**src/hdl/thct_pkg.sv**
```systemverilog
// Package for the token hash count table: field widths, status codes and FNV constants.
// No dependencies. Used by every file of the block.
package thct_pkg;
    localparam logic [31:0] FNV_BASIS = 32'd2166136261;
    localparam logic [31:0] FNV_PRIME = 32'd16777619;

    typedef enum logic [1:0] {
        ST_OK        = 2'd0,
        ST_NOT_FOUND = 2'd1,
        ST_FULL      = 2'd2,
        ST_TOO_LONG  = 2'd3
    } status_t;

    typedef enum logic
    {
        MODE_INSERT = 1'b0,
        MODE_LOOKUP = 1'b1
    } mode_t;

    typedef struct packed {
        logic [11:0] entry_id;
        logic        is_new;
        logic        is_label;
        logic [31:0] entry_count;
        logic [1:0]  status;
    } result_t;

    typedef struct packed {
        logic        mode;
        logic [7:0]  token_byte;
        logic        last_byte;
    } in_t;
endpackage

```
**src/hdl/thct_fifo.sv**
```systemverilog
// Short queue of byte beats between the front and the back part.
// Depends on thct_pkg for the beat type.
module thct_fifo
    import thct_pkg::*;
(
    input  logic clk,
    input  logic rst_n,
    input  logic wr_en,
    input  in_t  wr_data,
    output logic full,
    input  logic rd_en,
    output in_t  rd_data,
    output logic empty
);
    in_t        mem_reg [4];
    logic [1:0] wp_reg, rp_reg;
    logic [2:0] cnt_reg;

    assign full    = cnt_reg == 3'd4;
    assign empty   = cnt_reg == 3'd0;
    assign rd_data = mem_reg[rp_reg];

    always_ff @(posedge clk)
    begin
        if (wr_en)
        begin
            mem_reg[wp_reg] <= wr_data;
        end
    end

    always_ff @(posedge clk or negedge rst_n)
    begin
        if (!rst_n)
        begin
            wp_reg  <= '0;
            rp_reg  <= '0;
            cnt_reg <= '0;
        end
        else
        begin
            if (wr_en)
            begin
                wp_reg <= wp_reg + 2'd1;
            end
            if (rd_en)
            begin
                rp_reg <= rp_reg + 2'd1;
            end
            cnt_reg <= cnt_reg + {2'd0, wr_en} - {2'd0, rd_en};
        end
    end
endmodule

```
**config.mk**
```make
export PLATFORM = sky130hd
export DESIGN_NAME = thct_fifo
export DESIGN_NICKNAME = d
export VERILOG_FILES = /design/src/hdl/thct_pkg.sv /design/src/hdl/thct_fifo.sv
export SDC_FILE = /design/constraint.sdc
export NUM_CORES = 1
export LEC_CHECK = 0
export BUFFER_PORTS_ARGS = -buffer_cell sky130_fd_sc_hd__buf_2
export CAP_MARGIN = 20
export CORE_MARGIN = 8
export CORE_UTILIZATION = 55
export DETAILED_ROUTE_END_ITERATION = 10
export PLACE_DENSITY_LB_ADDON = 0.1
export SLEW_MARGIN = 20
export SYNTH_ARGS = -nofsm -noshare
export SYNTH_HDL_FRONTEND = slang
export SYNTH_SLANG_ARGS = --single-unit
```
**constraint.sdc**
```tcl
create_clock -name clk -period 2.33 [get_ports clk]
set_input_delay 0.233 -clock clk [delete_from_list [all_inputs] [get_ports clk]]
set_output_delay 0.233 -clock clk [all_outputs]
set_load 0.02 [all_outputs]
```
==> results.md <==
* Num CTS Buffers at 5
* Pre-CTS WS at 664 ps
* Crit path max-delay cell type: mux4_1
* # IOs at 26
* Sw Pwr at 0.000820 W
* Antenna-violating nets left at 0
* Starting DRT DRC Count at 27
* GRT Util Overall at 11.7%
* H-tree depth at 2
* Post-route minimum period at 1990 ps
* Post-Syn Nets at 107
* DRT Pass-1 Iters at 4
* Comb pwr share at 35.1%
* First-pass GRT wire length at 4430 um
* R2R Path Start: cnt_reg[0]
* Drt drc at 0
* Resized cells post-CTS at 0
* Reg2reg end: cnt_reg[2]
* Critical hold path startpoint: wr_data[6]
* Worst stage delay on the critical path at 560 ps
* Post-Route Skew at 7.42 ps
* # diodes at 0
* Worst R2R Path Depth at 7
* DR vias at 844
* LEAKAGE at 0.782 nW
* Detailed Route WL at 2770 um
* Clock transition at the registers of the reported paths at 120 ps
* M1 WL at 1130 um
* Routability Congestion at 0.655
* Met2 routed WL at 1380 um
* Fmax at 503 MHz
* Maximum VDD drop at 0.707 mV
* DP HPWL at 1920 um
* IO buf count at 25
* Req. time, crit path at 2100 ps
* Internal power at 0.00162 W
* Startpoint Class: flop
* Worst-path maximum fanout at 10
* Worst Max-Slew Pin Slew at 556 ps
* Worst Path Arrival at 1760 ps
* Mapped Cells at 86
* Initial antenna violation count at 0
* CP Cell Sequence: buf_4 > mux4_1 > buf_2
* Wirelength per Cell at 16.8 um
* Max-slew headroom at 63.0%
* Crit path kind: flop to output pin
* Nets at 139
* Pin count of the biggest net entering global routing at 15
* Setup TNS at 0 ps
* Initial Utilization at 56.3%
* Reg power frac at 50.5%
* # Max-Cap Violations at 0
* Final setup vio count at 0
* Row cnt at 21
* PwrDens at 1180 nW/um^2
* Core area at 3260 um^2
* Crit. End Element: output pin
* Switching Share at 33.7%
* Number of global-route vias before repair at 931
* Distinct cells, synth at 16
* Register area share after synthesis at 75.0%
* WHS Path Cells at 1
* Vias per Instance at 5.12
* Root Buffer: clkbuf_4
* Sink Count at 47
* Post-CTS Repair Setup Buffers at 0
* Die ar. at 5440 um^2
* Hold Vio Cnt, Final at 0
* Seq cells post-synth at 47
* R2R setup slack at 660 ps
* Largest register FFs at 40
* Die Ht at 73.8 um
* Unrepaired setup endpoints after global routing: false
* Outcome: completed
* Cell Area, Synth at 1840 um^2
* Yosys warns at 0
* Syn avg cell area at 21.3 um^2
* TritonCTS clock tree: done
* P&R area growth vs syn at 12.7%
* Highest routed metal layer: met4
* Max Buffers Root-to-Sink at 2
* Skew-Pair Late Insertion Delay at 350 ps
* Tcrit/Tclk final at 85.3%
* Hold EP: mem_reg[2][6]
* Grt total ovfl at 0
* Max-slew violation count at 0
* Routed wl met3 at 197 um
* Clock share of power at 14.4%
* Die W at 73.8 um
* Post-layout worst setup margin at 341 ps
* Share of cells above drive strength 1 at 33.6%
* Worst hold-check path type: input pin to flop
[layout make-up]
| class | count | area, um^2 |
|---|---|---|
| Sequential cell | 47 | 1380 |
| Tap cell | 46 | 57.6 |
| Clock inverter | 2 | 8.76 |
| Fill cell | 256 | 1190 |
| Clock buffer | 6 | 41.3 |
| Timing Repair Buffer | 27 | 143 |
| Inverter | 6 | 22.5 |
| Multi-Input combinational cell | 31 | 420 |
[worst max-delay path, delay by kind of cell, from the launching register on]
kind / cells / cell delay, ps
mux: 1 / 560
flops: 1 / 420
buf+inv: 2 / 420
[power by group through the flow]
| stage | combinational, W | sequential [W] | clock, W |
|---|---|---|---|
| after floorplan | 0.000674 | 0.00120 | 0 |
| after global placement | 0.000856 | 0.00125 | 0 |
| after detailed placement | 0.000878 | 0.00125 | 0 |
| after CTS | 0.000879 | 0.00124 | 0.000360 |
| after global routing | 0.000938 | 0.00125 | 0.000393 |
| final | 0.000855 | 0.00123 | 0.000350 |
[routing by layer]
layer / up-vias / track usage (%)
met5: - / 0
met4: 0 / 5.99
met3: 5 / 5.18
met2: 21 / 18.7
met1: 424 / 12.7
li1: 394 / -
[through the flow]
| step | hold slack (ps) | util (%) | area, um^2 | total power [W] | std cells |
|---|---|---|---|---|---|
| floorplan | -62.6 | - | 1840 | 0.00187 | 86 |
| global placement | 81.5 | 61.7 | 2010 | 0.00210 | 156 |
| detailed placement | 85.7 | 61.7 | 2010 | 0.00213 | 156 |
| CTS | 72.3 | 63.5 | 2070 | 0.00247 | 165 |
| global route | 56.6 | 63.5 | 2070 | 0.00259 | 165 |
| finish | 86.3 | 63.5 | 2070 | 0.00244 | 165 |
[how the worst max path moves through the flow]
stage                     slack, ps         end  depth (start not counted)       start
after global routing            230  rd_data[0]                          3   rp_reg[0]
after detailed placement        660  cnt_reg[2]                          7  cnt_reg[0]
after global placement          710  cnt_reg[2]                          7  cnt_reg[0]
final                           340  rd_data[0]                          3   rp_reg[0]
after CTS                       310  rd_data[0]                          3   rp_reg[0]
after floorplan                 760  cnt_reg[2]                          7  cnt_reg[0]
[synth_stat cells]
cell       n  area (um^2)
and2_1     4         25.0
and3_1     1         6.26
buf_2      1         5.00
buf_6      1         11.3
dfrtp_1    7          175
edfxtp_1  40         1200
fa_1       1         20.0
ha_1       6         75.1
inv_1      6         22.5
mux4_1     2         52.6
mux4_2     8          180
nand2_1    2         7.51
nor3_1     1         5.00
o21ai_0    1         5.00
xnor2_1    3         26.3
xor2_1     2         17.5
[cells by family (layout without fill, tap and decap cells)]
family          Yosys count  in the layout  synth area share, %
fa+ha+maj                 7              7                 5.18
xor+xnor                  5              5                 2.39
flops                    47             47                 75.0
compound gates            1              1                0.272
mux                      10             10                 12.7
simple gates              8              8                 2.39
buf+inv                   8             41                 2.11
[placed cells by master, fill, tap and decap left out, types with 3 or more instances in the layout]
cell type / instances
ha_1: 6
buf_2: 25
dfrtp_1: 7
mux4_2: 8
inv_1: 6
edfxtp_1: 40
xnor2_1: 3
clkbuf_4: 5
and2_1: 4
[what timing repair did]
| action | 4_1_cts | 5_1_grt |
|---|---|---|
| setup endpoints to repair | 0 | 0 |
| hold buffers | 1 | 0 |
| hold endpoints to repair | 7 | 0 |
Power figures use the tool's default switching activity.
